`src/sv/aupf_pkg.sv`:
```
// Shared types and constants for the asymmetric unit point filter.
// Used by the controller, the datapath and the top level.
package aupf_pkg;

	localparam int unsigned MAX_ATOMS  = 4096;
	localparam int unsigned COUNT_W    = 13;
	localparam logic [COUNT_W-1:0] COUNT_CAP =
		COUNT_W'((MAX_ATOMS > 8191) ? 8191 : MAX_ATOMS);

	localparam int unsigned COORD_W    = 32;
	localparam int unsigned CFG_IDX_W  = 3;
	localparam int unsigned CFG_DATA_W = 18;
	localparam int unsigned IN_DATA_W  = 96;
	localparam int unsigned OUT_DATA_W = 112;

	localparam int unsigned SQRT_STEPS = 32;
	localparam int unsigned DIV2_STEPS = 33;
	localparam int unsigned DIV1_STEPS = 17;
	localparam int unsigned CNT_W      = 6;

	localparam logic [CFG_IDX_W-1:0] REG_MIRROR_H   = 3'd0;
	localparam logic [CFG_IDX_W-1:0] REG_MIRROR_V   = 3'd1;
	localparam logic [CFG_IDX_W-1:0] REG_DIHEDRAL   = 3'd2;
	localparam logic [CFG_IDX_W-1:0] REG_INVERSION  = 3'd3;
	localparam logic [CFG_IDX_W-1:0] REG_IMPROPER_S = 3'd4;
	localparam logic [CFG_IDX_W-1:0] REG_FOLD_COUNT = 3'd5;
	localparam logic [CFG_IDX_W-1:0] REG_EPS_TOL    = 3'd6;
	localparam logic [CFG_IDX_W-1:0] REG_COS_LIMIT  = 3'd7;

	typedef struct packed {
		logic load;
		logic square;
		logic sum;
		logic init_a;
		logic step_sqrt;
		logic step_div2;
		logic init_b;
		logic step_b;
		logic compare;
		logic emit;
	} aupf_cmd_t;

	typedef struct packed {
		logic sector_run;
		logic out_busy;
	} aupf_status_t;

endpackage

```
`src/sv/aupf_ctrl.sv`:
```
// Sequencer of the point filter: walks each item through squaring and the sum and,
// where the sector test runs, the bit-serial root and divisions and the final compare, then the result load.
module aupf_ctrl
	import aupf_pkg::*;
(
	input  logic         clk,
	input  logic         arst_n,
	input  logic         in_valid,
	output logic         in_ready,
	input  aupf_status_t status,
	output aupf_cmd_t    cmd
);

	typedef enum logic [3:0] {
		S_IDLE, S_SQUARE, S_SUM, S_DECIDE, S_ITER_A, S_INIT_B, S_ITER_B, S_COMPARE, S_EMIT
	} state_t;

	state_t state_q;
	logic [CNT_W-1:0] cnt_q;

	always_ff @(posedge clk or negedge arst_n) begin
		if (!arst_n) begin
			state_q <= S_IDLE;
			cnt_q   <= '0;
		end else begin
			unique case (state_q)
				S_IDLE: begin
					if (in_valid) state_q <= S_SQUARE;
				end
				S_SQUARE: state_q <= S_SUM;
				S_SUM:    state_q <= S_DECIDE;
				S_DECIDE: begin
					cnt_q   <= '0;
					state_q <= status.sector_run ? S_ITER_A : S_EMIT;
				end
				S_ITER_A: begin
					if (cnt_q == CNT_W'(DIV2_STEPS - 1)) begin
						state_q <= S_INIT_B;
					end
					cnt_q <= cnt_q + 1'b1;
				end
				S_INIT_B: begin
					cnt_q   <= '0;
					state_q <= S_ITER_B;
				end
				S_ITER_B: begin
					if (cnt_q == CNT_W'(DIV1_STEPS - 1)) begin
						state_q <= S_COMPARE;
					end
					cnt_q <= cnt_q + 1'b1;
				end
				S_COMPARE: state_q <= S_EMIT;
				S_EMIT: begin
					if (!status.out_busy) state_q <= S_IDLE;
				end
				default: state_q <= S_IDLE;
			endcase
		end
	end

	always_comb begin
		cmd           = '0;
		in_ready      = (state_q == S_IDLE);
		cmd.load      = (state_q == S_IDLE) && in_valid;
		cmd.square    = (state_q == S_SQUARE);
		cmd.sum       = (state_q == S_SUM);
		cmd.init_a    = (state_q == S_DECIDE);
		cmd.step_div2 = (state_q == S_ITER_A);
		cmd.step_sqrt = (state_q == S_ITER_A) && (cnt_q < CNT_W'(SQRT_STEPS));
		cmd.init_b    = (state_q == S_INIT_B);
		cmd.step_b    = (state_q == S_ITER_B);
		cmd.compare   = (state_q == S_COMPARE);
		cmd.emit      = (state_q == S_EMIT) && !status.out_busy;
	end

endmodule

```
`config.mk`:
```
export PLATFORM = sky130hd
export DESIGN_NAME = aupf_ctrl
export DESIGN_NICKNAME = d
export VERILOG_FILES = /design/src/sv/aupf_pkg.sv /design/src/sv/aupf_ctrl.sv
export SDC_FILE = /design/constraint.sdc
export NUM_CORES = 1
export LEC_CHECK = 0
export BUFFER_PORTS_ARGS = -buffer_cell sky130_fd_sc_hd__buf_2
export CAP_MARGIN = 25
export CORE_MARGIN = 5
export CORE_UTILIZATION = 52
export CTS_BUF_LIST = sky130_fd_sc_hd__clkbuf_16
export DETAILED_ROUTE_END_ITERATION = 6
export GPL_ROUTABILITY_DRIVEN = 0
export PLACE_DENSITY = 0.74
export SLEW_MARGIN = 20
export SYNTH_ARGS = -nofsm -noshare
export SYNTH_HDL_FRONTEND = slang
export SYNTH_SLANG_ARGS = --single-unit
```
`constraint.sdc`:
```
create_clock -name clk -period 1.7 [get_ports clk]
set_input_delay 0.34 -clock clk [delete_from_list [all_inputs] [get_ports clk]]
set_output_delay 0.34 -clock clk [all_outputs]
set_load 0.01 [all_outputs]
```
==> results of run 1 <==
[per-layer routing]
metal	track usage (%)	part of all wire (%)	wire, um	up-vias
li1	-	-	-	338
met1	18.78	42	718	322
met2	28.65	52	895	19
met3	7.011	5.7	99	2
met4	5.376	0.64	11	0
met5	0	0	0	-
[area by class of cell]
cell class / count / area [um^2]
flip-flops and latches: 10 / 252.7
repair buffers: 21 / 122.6
multi-input cells: 62 / 464.2
inverters: 3 / 11.26
clock buffers: 3 / 75.07
fillers: 102 / 405.4
well taps: 15 / 18.77
[registers in the layout, summed over array words and instances, names as in the netlist]
signal,count
cnt_q,6
state_q,4
[power groups by stage]
stage                     clock network (mW)  logic (mW)  registers (mW)
final                                  0.403       0.850           0.502
after global routing                   0.433       0.946           0.513
after CTS                              0.413       0.824           0.473
after detailed placement                   0       0.815           0.471
after global placement                     0       0.795           0.461
after floorplan                            0       0.721           0.383
[critical path: cells and delay by family (launching register included)]
kind          cells  cell delay, ns
flops             1            0.49
simple gates      2            0.45
buf+inv           1            0.12
[cell usage in the layout, fill, tap and decap left out, types with 2 or more instances in the layout]
cell        n
nor3_1      4
o21ai_0     6
nand2b_1    3
ha_1        2
clkbuf_16   3
dfrtp_2     2
inv_1       3
mux2_2      2
dfrtp_1     8
nand4b_1    3
nor4_1      2
a21oi_1     5
nand3_1     2
nor2_1      5
nand2_1     3
mux2i_1     3
buf_4       5
buf_2      15
o21bai_1    4
[Yosys cell counts]
master	number
dfrtp_1	10
a31oi_1	1
buf_6	3
mux2i_1	3
o2bb2ai_1	1
xnor2_1	1
and4bb_2	1
and3_1	1
o2bb2ai_2	1
inv_1	3
a31o_2	1
clkbuf_1	2
nor4_1	3
nor3_1	4
nand2_1	3
and2_1	1
o21ai_0	6
nor4b_1	1
nand3b_1	1
a21oi_1	5
o31ai_1	1
xor2_1	1
nand3_1	2
nand4b_1	3
ha_1	2
buf_4	1
nor2b_1	1
a21bo_4	1
o21bai_1	4
o22a_1	1
buf_2	2
nand2b_1	4
a211oi_2	1
nor2_1	5
mux2_2	2
[logic make-up (layout without fill, tap and decap cells)]
family	Yosys count	count (layout)	synth area share (%)
flip-flops	10	10	32.84
AO/OA/AOI/OAI	23	23	22.17
buffers and inverters	11	27	9.196
adder cells (fa/ha/maj)	2	2	3.284
XOR/XNOR	2	2	2.299
AND/OR/NAND/NOR	30	30	23.32
multiplexers	5	5	6.896
[worst paths after layout]
kind	to	start
max in group asynchronous	state_q[1]$_DFFE_PN0P_	arst_n
min in group asynchronous	state_q[2]$_DFFE_PN0P_	arst_n
min reg2reg	cnt_q[1]$_DFFE_PN0P_	cnt_q[1]$_DFFE_PN0P_
max	cmd[9]	state_q[0]$_DFFE_PN0P_
min	state_q[3]$_DFFE_PN0P_	status[0]
max reg2reg	cnt_q[5]$_DFFE_PN0P_	state_q[2]$_DFFE_PN0P_
[per-stage QoR]
stage,hold slack [ns],cell area (um^2),std cells
floorplan,0.04441,762.0,83
global placement,0.2154,834.6,110
detailed placement,0.2169,834.6,110
CTS,0.4150,922.1,114
global route,0.4162,944.7,114
finish,0.4187,944.7,114
[timing repair]
item	in CTS	in global routing
hold endpoints to repair	10	0
gates resized for setup	2	4
endpoints found under the setup margin	1	3
hold buffers	1	0
==> flow_metrics.py, run 1 <==
metrics = {
    "run_status": {
        "outcome": "finished clean",
    },
    "sta": {
        "skew_ns": 0.001342,
        "setup_viol": 0,
        "hold_viol_final": 0,
        "period_minus_slack_ns": 1.638,
        "tightest_slew_ns": 0.4056,
        "period_share_pct": 96.38,
        "fmax_mhz": 610.3,
        "slew_viol_final": 0,
        "fin_setup_tns_ns": 0,
        "layout_setup_ws_ns": 0.06155,
        "slew_headroom_pct": 72.77,
    },
    "cts": {
        "cts_made_buffers": 3,
        "clk_path_buf_depth": 2,
        "clk_latency_ns": 0.23,
        "clock-sinks": 10,
        "post_cts_buffers": 0,
        "htree_levels": 1,
        "clkSlewWorstSetupHoldPaths_ns": 0.04,
        "clk_root_buffer_cell": "clkbuf_16",
        "tritoncts": "done",
    },
    "power": {
        "irDropWorstVdd_mv": 1.095,
        "p_leak_nw": 0.4264,
        "switching_share_pct": 40.54,
        "power_frac_comb_pct": 48.4,
        "clkPwrFrac_pct": 22.9,
        "seq_power_share_pct": 28.6,
        "power_mw": 1.755,
        "power_density_mw_per_mm2": 1858,
        "p_switching_mw": 0.7113,
        "internal_power_mw": 1.043,
    },
    "finish": {
        "drive_gt1_share_pct": 34.34,
        "fin_nets": 108,
        "final_util_pct": 69.97,
        "diodes": 0,
        "synthToLayoutAreaGrowth_pct": 23.97,
    },
    "worst_setup_path": {
        "r2r_slack_ns": 0.22,
        "crit_path_max_incr_delay_ns": 0.49,
        "end_kind": "output port",
        "r2r_cells": 4,
        "slowest_stage": "dfrtp_2",
        "worst-path-max-fanout": 11,
        "critical_path_class": "reg -> out",
        "crit_arrival_ns": 1.30,
        "start_kind": "flop",
        "crit_chain": "nor4_4 > and2_1 > buf_2",
        "cp.required_ns": 1.36,
    },
    "synth": {
        "syn_avg_cell_area_um2": 9.180,
        "syn-cell-area_um2": 762.0,
        "synth_cells": 83,
        "syn_nets": 90,
        "ys_ff_latch": 10,
        "seq_area_frac_synth_pct": 32.84,
        "ys_types": 35,
        "synth.largest_area_cell": "dfrtp_1",
        "ys_warn_count": 0,
        "synthTopCellsByArea": "dfrtp_1 33%, buf_6 4.4%, mux2i_1 3.9%, o21ai_0 3.9%, o21bai_1 3.9%",
        "netlist.area_leader.share_pct": 32.84,
    },
    "global_routing": {
        "grt_use_total_pct": 16.78,
        "grt_pass1_vias": 632,
        "antenna_found_initial": 0,
        "grt_max_degree": 13,
        "grt-ovfl-total": 0,
        "grt_pass1_wl_um": 2622,
    },
    "routing": {
        "wire_per_inst_um": 15.13,
        "via_per_inst": 5.974,
        "vias": 681,
        "first_pass_iters": 4,
        "drc": 0,
        "totalWireLength_um": 1725,
        "first_iter_violations": 22,
        "detail-route-antenna-nets": 0,
    },
    "min_path": {
        "hold_depth": 3,
        "hold_class": "in -> reg",
    },
    "floorplan": {
        "initial_core_util_pct": 56.44,
        "io_pins": 16,
        "die_h_um": 48.28,
        "core-area_mm2": 0.001350,
        "rows": 13,
        "fp.dieArea_mm2": 0.002331,
        "die_width_um": 48.28,
    },
    "placement": {
        "place_ws_ns": 0.2399,
        "hpwlAfterDp_um": 1233,
        "io_buffers": 15,
    },
    "run": {
        "maxCapViolCount": 0,
    },
}
Power figures use the tool's default switching activity.
==> run 2: changes to the inputs <==
--- a/config.mk
+++ b/config.mk
@@ -12,6 +12,7 @@
 export CTS_BUF_LIST = sky130_fd_sc_hd__clkbuf_16
 export DETAILED_ROUTE_END_ITERATION = 6
 export GPL_ROUTABILITY_DRIVEN = 0
+export MAX_ROUTING_LAYER = met4
 export PLACE_DENSITY = 0.74
 export SLEW_MARGIN = 20
 export SYNTH_ARGS = -nofsm -noshare
==> run 2 against run 1 <==
Against the previous run: die area stayed put; sequential power is essentially flat; routed wire length is the same; worst hold slack got worse by 0.0056 ns; global-route usage increased by 0.60 points; worst setup slack got worse by 0.0030 ns.
==> flow_metrics.py, run 2 (synthesis results as in run 1) <==
metrics = {
    "finish": {
        "final_util_pct": 69.97,
        "stdcell_count": 114,
        "largest_register_ff_count": 6,
        "drive_gt1_share_pct": 34.34,
        "top_regs": "cnt_q (6), state_q (4)",
        "fin_nets": 108,
        "final_cell_mix": "15 x buf_2, 8 x dfrtp_1, 6 x o21ai_0",
        "layout_commonest_cell": "buf_2",
        "top_register": "cnt_q",
        "synthToLayoutAreaGrowth_pct": 23.97,
        "diodes": 0,
    },
    "floorplan": {
        "core-area_mm2": 0.001350,
        "die_h_um": 48.28,
        "initial_core_util_pct": 56.44,
        "die_width_um": 48.28,
        "rows": 13,
        "fp.dieArea_mm2": 0.002331,
        "io_pins": 16,
    },
    "power": {
        "power_mw": 1.757,
        "power_frac_comb_pct": 48.4,
        "irDropWorstVdd_mv": 1.096,
        "p_leak_nw": 0.4264,
        "p_switching_mw": 0.7132,
        "switching_share_pct": 40.60,
        "internal_power_mw": 1.044,
        "seq_power_share_pct": 28.6,
        "clkPwrFrac_pct": 22.9,
        "power_density_mw_per_mm2": 1860,
    },
    "sta": {
        "hold_viol_final": 0,
        "skew_ns": 0.001625,
        "timing.hold.ws_ns": 0.4131,
        "fin_setup_tns_ns": 0,
        "tightest_slew_ns": 0.4087,
        "setup_viol": 0,
        "fmax_mhz": 609.2,
        "slew_viol_final": 0,
        "period_minus_slack_ns": 1.641,
        "slew_headroom_pct": 72.56,
        "period_share_pct": 96.56,
    },
    "global_routing": {
        "antenna_found_initial": 0,
        "grt_max_degree": 13,
        "grt-ovfl-total": 0,
        "grt_pass1_vias": 627,
        "grt_pass1_wl_um": 2628,
        "grt_use_total_pct": 17.38,
    },
    "cts": {
        "clock-sinks": 10,
        "tritoncts": "done",
        "clk_path_buf_depth": 2,
        "htree_levels": 1,
        "clk_root_buffer_cell": "clkbuf_16",
        "cts_made_buffers": 3,
        "clkSlewWorstSetupHoldPaths_ns": 0.04,
        "clk_latency_ns": 0.23,
    },
    "routing": {
        "detail-route-antenna-nets": 0,
        "drc": 0,
        "vias": 681,
        "wire_per_inst_um": 15.13,
        "totalWireLength_um": 1725,
        "first_iter_violations": 22,
        "via_per_inst": 5.974,
        "first_pass_iters": 4,
    },
    "run_status": {
        "outcome": "finished clean",
    },
    "run": {
        "maxCapViolCount": 0,
    },
    "placement": {
        "io_buffers": 15,
        "numPlacedInstances": 110,
        "hpwlAfterDp_um": 1233,
    },
    "worst_setup_path": {
        "crit_arrival_ns": 1.30,
        "end_kind": "output port",
        "worst-path-max-fanout": 11,
        "critical_path_class": "reg -> out",
        "start_kind": "flop",
        "cp.required_ns": 1.36,
    },
    "min_path": {
        "hold_class": "in -> reg",
    },
}
run 2: per-stage QoR:
| stage | setup slack, ns | cell area, um^2 |
|---|---|---|
| CTS | 0.02901 | 922.1 |
| global placement | 0.2515 | 834.6 |
| detailed placement | 0.2399 | 834.6 |
| global route | -0.001633 | 944.7 |
| finish | 0.05856 | 944.7 |
| floorplan | 0.1198 | 762.0 |
run 2: metal layers:
layer	track usage, %	share of wire [%]	vias to the layer above
li1	-	-	340
met1	19.00	43	324
met2	28.65	51	15
met3	7.011	5.5	2
met4	5.376	0.64	0
met5	-	0	-
run 2: final cells by class:
class | count | area, um^2
Sequential cell | 10 | 252.7
Clock buffer | 3 | 75.07
Inverter | 3 | 11.26
Timing Repair Buffer | 21 | 122.6
Fill cell | 102 | 405.4
Multi-Input combinational cell | 62 | 464.2
Tap cell | 15 | 18.77
run 2: timing repair:
| action | 4_1_cts | 5_1_grt |
|---|---|---|
| setup endpoints to repair | 1 | 3 |
| setup buffers | 0 | 0 |
| pin swaps | 0 | 0 |
| resized for setup | 2 | 4 |
| hold endpoints to repair | 10 | 0 |
| hold buffers | 1 | 0 |
run 2: path summary, 6_finish.rpt:
path | start | endpoint | slack [ns] | cells after the start
worst min register to register | cnt_q[1]$_DFFE_PN0P_ | cnt_q[1]$_DFFE_PN0P_ | 0.55 | 1
max in group asynchronous | arst_n | state_q[1]$_DFFE_PN0P_ | 0.99 | 2
worst max-delay path | state_q[0]$_DFFE_PN0P_ | cmd[9] | 0.06 | 3
worst min-delay path | status[0] | state_q[3]$_DFFE_PN0P_ | 0.41 | 3
worst max register to register | state_q[2]$_DFFE_PN0P_ | cnt_q[5]$_DFFE_PN0P_ | 0.22 | 4
min in group asynchronous | arst_n | state_q[2]$_DFFE_PN0P_ | 0.50 | 2
run 2: worst max-delay path, cell delays in order, from the launching register on:
cell and delay (ns):
dfrtp_2 0.49, nor4_4 0.30, and2_1 0.15, buf_2 0.12
run 2: power groups by stage:
stage / Clock, mW / Sequential [mW] / Combinational (mW)
2_1_floorplan: 0 / 0.383 / 0.721
3_3_place_gp: 0 / 0.461 / 0.795
3_5_place_dp: 0 / 0.471 / 0.815
4_1_cts: 0.413 / 0.473 / 0.824
5_1_grt: 0.433 / 0.513 / 0.947
6_report: 0.403 / 0.503 / 0.851
==> run 3: changes to the inputs <==
--- a/config.mk
+++ b/config.mk
@@ -14,6 +14,7 @@
 export GPL_ROUTABILITY_DRIVEN = 0
 export MAX_ROUTING_LAYER = met4
 export PLACE_DENSITY = 0.74
+export SETUP_SLACK_MARGIN = 0.5
 export SLEW_MARGIN = 20
 export SYNTH_ARGS = -nofsm -noshare
 export SYNTH_HDL_FRONTEND = slang
==> run 3 against run 2 <==
Against the previous run: worst hold slack worse by 0.017 ns; routed wire length is 48% higher; sequential share of layout area is 6.0 points lower; maximum frequency is 0.48% higher; critical path depth stayed put; cell area is 30% higher; critical path type unchanged; critical endpoint is now cmd[5].
==> flow_metrics.py, run 3 (synthesis results as in run 1) <==
metrics = {
    "worst_setup_path": {
        "timing.rr.start": "state_q[2]$_DFFE_PN0P_",
        "r2r_end": "cnt_q[5]$_DFFE_PN0P_",
        "crit_arrival_ns": 1.29,
        "cp_num_buf_inv": 2,
        "cp.required_ns": 1.36,
        "worst-path-max-fanout": 10,
        "end_kind": "output port",
        "cp-endpoint": "cmd[5]",
        "slowest_stage": "dfrtp_2",
        "r2r_cells": 5,
        "critPathLaunch": "state_q[1]$_DFFE_PN0P_",
        "path_depth": 3,
        "cp_top_family": "flip-flops",
        "r2r_slack_ns": 0.21,
        "critical_path_class": "reg -> out",
        "crit_chain": "buf_6 > nor4_4 > buf_2",
        "crit_path_max_incr_delay_ns": 0.44,
        "start_kind": "flop",
    },
    "floorplan": {
        "core-area_mm2": 0.001350,
        "die_h_um": 48.28,
        "die_width_um": 48.28,
        "io_pins": 16,
        "rows": 13,
        "initial_core_util_pct": 56.44,
        "fp.dieArea_mm2": 0.002331,
    },
    "routing": {
        "via_per_inst": 6.254,
        "detail-route-antenna-nets": 0,
        "first_pass_iters": 4,
        "vias": 788,
        "totalWireLength_um": 2549,
        "wire_per_inst_um": 20.23,
        "drc": 0,
        "first_iter_violations": 16,
    },
    "cts": {
        "clkSlewWorstSetupHoldPaths_ns": 0.04,
        "cts_made_buffers": 3,
        "clk_path_buf_depth": 2,
        "htree_levels": 1,
        "clk_root_buffer_cell": "clkbuf_16",
        "clock-sinks": 10,
        "clk_latency_ns": 0.23,
        "tritoncts": "done",
    },
    "power": {
        "power_density_mw_per_mm2": 1913,
        "irDropWorstVdd_mv": 1.450,
        "p_leak_nw": 0.5345,
    },
    "finish": {
        "drive_gt1_share_pct": 61.26,
        "fin_nets": 120,
        "top_register": "cnt_q",
        "diodes": 0,
        "top_regs": "cnt_q (6), state_q (4)",
        "final_cell_mix": "12 x buf_2, 12 x buf_6, 8 x buf_4",
        "design_area_mm2": 0.001231,
        "fillers": 55,
        "largest_register_ff_count": 6,
        "synthToLayoutAreaGrowth_pct": 61.58,
    },
    "sta": {
        "tightest_slew_ns": 0.2887,
        "period_share_pct": 96.09,
        "layout_setup_ws_ns": 0.06647,
        "period_minus_slack_ns": 1.634,
        "fmax_mhz": 612.2,
        "rsz0062_at_grt": "yes",
        "fin_setup_tns_ns": 0,
        "setup_viol": 0,
        "slew_headroom_pct": 80.66,
        "slew_viol_final": 0,
        "hold_viol_final": 0,
        "skew_ns": 0.0009220,
    },
    "global_routing": {
        "grt_pass1_wl_um": 3636,
        "antenna_found_initial": 0,
        "grt_pass1_vias": 756,
        "grt_max_degree": 15,
        "grt_use_total_pct": 24.05,
        "grt-ovfl-total": 0,
    },
    "placement": {
        "placedInstanceArea_um2": 963.4,
        "place_ws_ns": 0.1049,
        "io_buffers": 15,
        "hpwlAfterDp_um": 1396,
    },
    "run": {
        "maxCapViolCount": 0,
    },
    "min_path": {
        "hold_class": "in -> reg",
    },
    "run_status": {
        "outcome": "finished clean",
    },
}
==> run 3: cell count changes in the layout (fill, tap and decap cells not counted), sizes merged <==
cell	previous run	this run
buf	20	32
==> run 3: timing repair <==
item / 4_1_cts / 5_1_grt
endpoints found under the setup margin: 18 / 18
resized for setup: 15 / 18
buffers inserted: 8 / 1
endpoints found under the hold margin: 10 / 0
hold buffers: 1 / 0
pin swaps: 4 / 4
==> run 3: worst min path at each step <==
stage,from,end,slack (ns),cells after the start
after CTS,status[0],state_q[3]$_DFFE_PN0P_,0.38,3
after global routing,status[0],state_q[3]$_DFFE_PN0P_,0.41,3
final,status[0],state_q[3]$_DFFE_PN0P_,0.40,3
after detailed placement,arst_n,cnt_q[4]$_DFFE_PN0P_,0.21,1
after global placement,arst_n,cnt_q[4]$_DFFE_PN0P_,0.21,1
after floorplan,arst_n,cnt_q[0]$_DFFE_PN0P_,0.04,0
==> run 3: layout make-up <==
| cell class | instances | area (um^2) | area share (%) |
|---|---|---|---|
| clock buffer | 3 | 75.07 | 6.098 |
| inverter | 3 | 11.26 | 0.9146 |
| multi-input combinational | 62 | 605.6 | 49.19 |
| sequential | 10 | 255.2 | 20.73 |
| tap | 15 | 18.77 | 1.524 |
| timing repair buffer | 33 | 265.3 | 21.54 |
==> run 3: tightest hold or removal path, cell delays in order <==
cell and delay, ns:
buf_2 0.08, nand4b_1 0.09, o31ai_1 0.08
==> run 3: report_power, final <==
| part | leakage (nW) | switching [mW] | internal, mW |
|---|---|---|---|
| clock | 0.0370 | 0.105 | 0.305 |
| combinational | 0.373 | 0.770 | 0.713 |
| sequential | 0.125 | 0.130 | 0.332 |
| total | 0.535 | 1.01 | 1.35 |
==> run 3: layer usage <==
metal	global-route usage, %	wire (um)	up-vias	share of wire (%)
met5	-	0	-	0
met4	9.140	77	0	3.0
met3	5.904	145	8	5.7
met2	38.80	1326	40	52
met1	28.60	999	381	39
li1	-	-	359	-
==> run 3: through the flow <==
step	std cells	total power, mW	hold slack [ns]	utilization (%)
6_report	126	2.356	0.3963	91.20
3_3_place_gp	113	1.525	0.2087	71.36
5_1_grt	126	2.492	0.4060	91.20
4_1_cts	125	2.173	0.3760	86.38
3_5_place_dp	113	1.561	0.2130	71.36
2_1_floorplan	83	1.368	0.04441	-
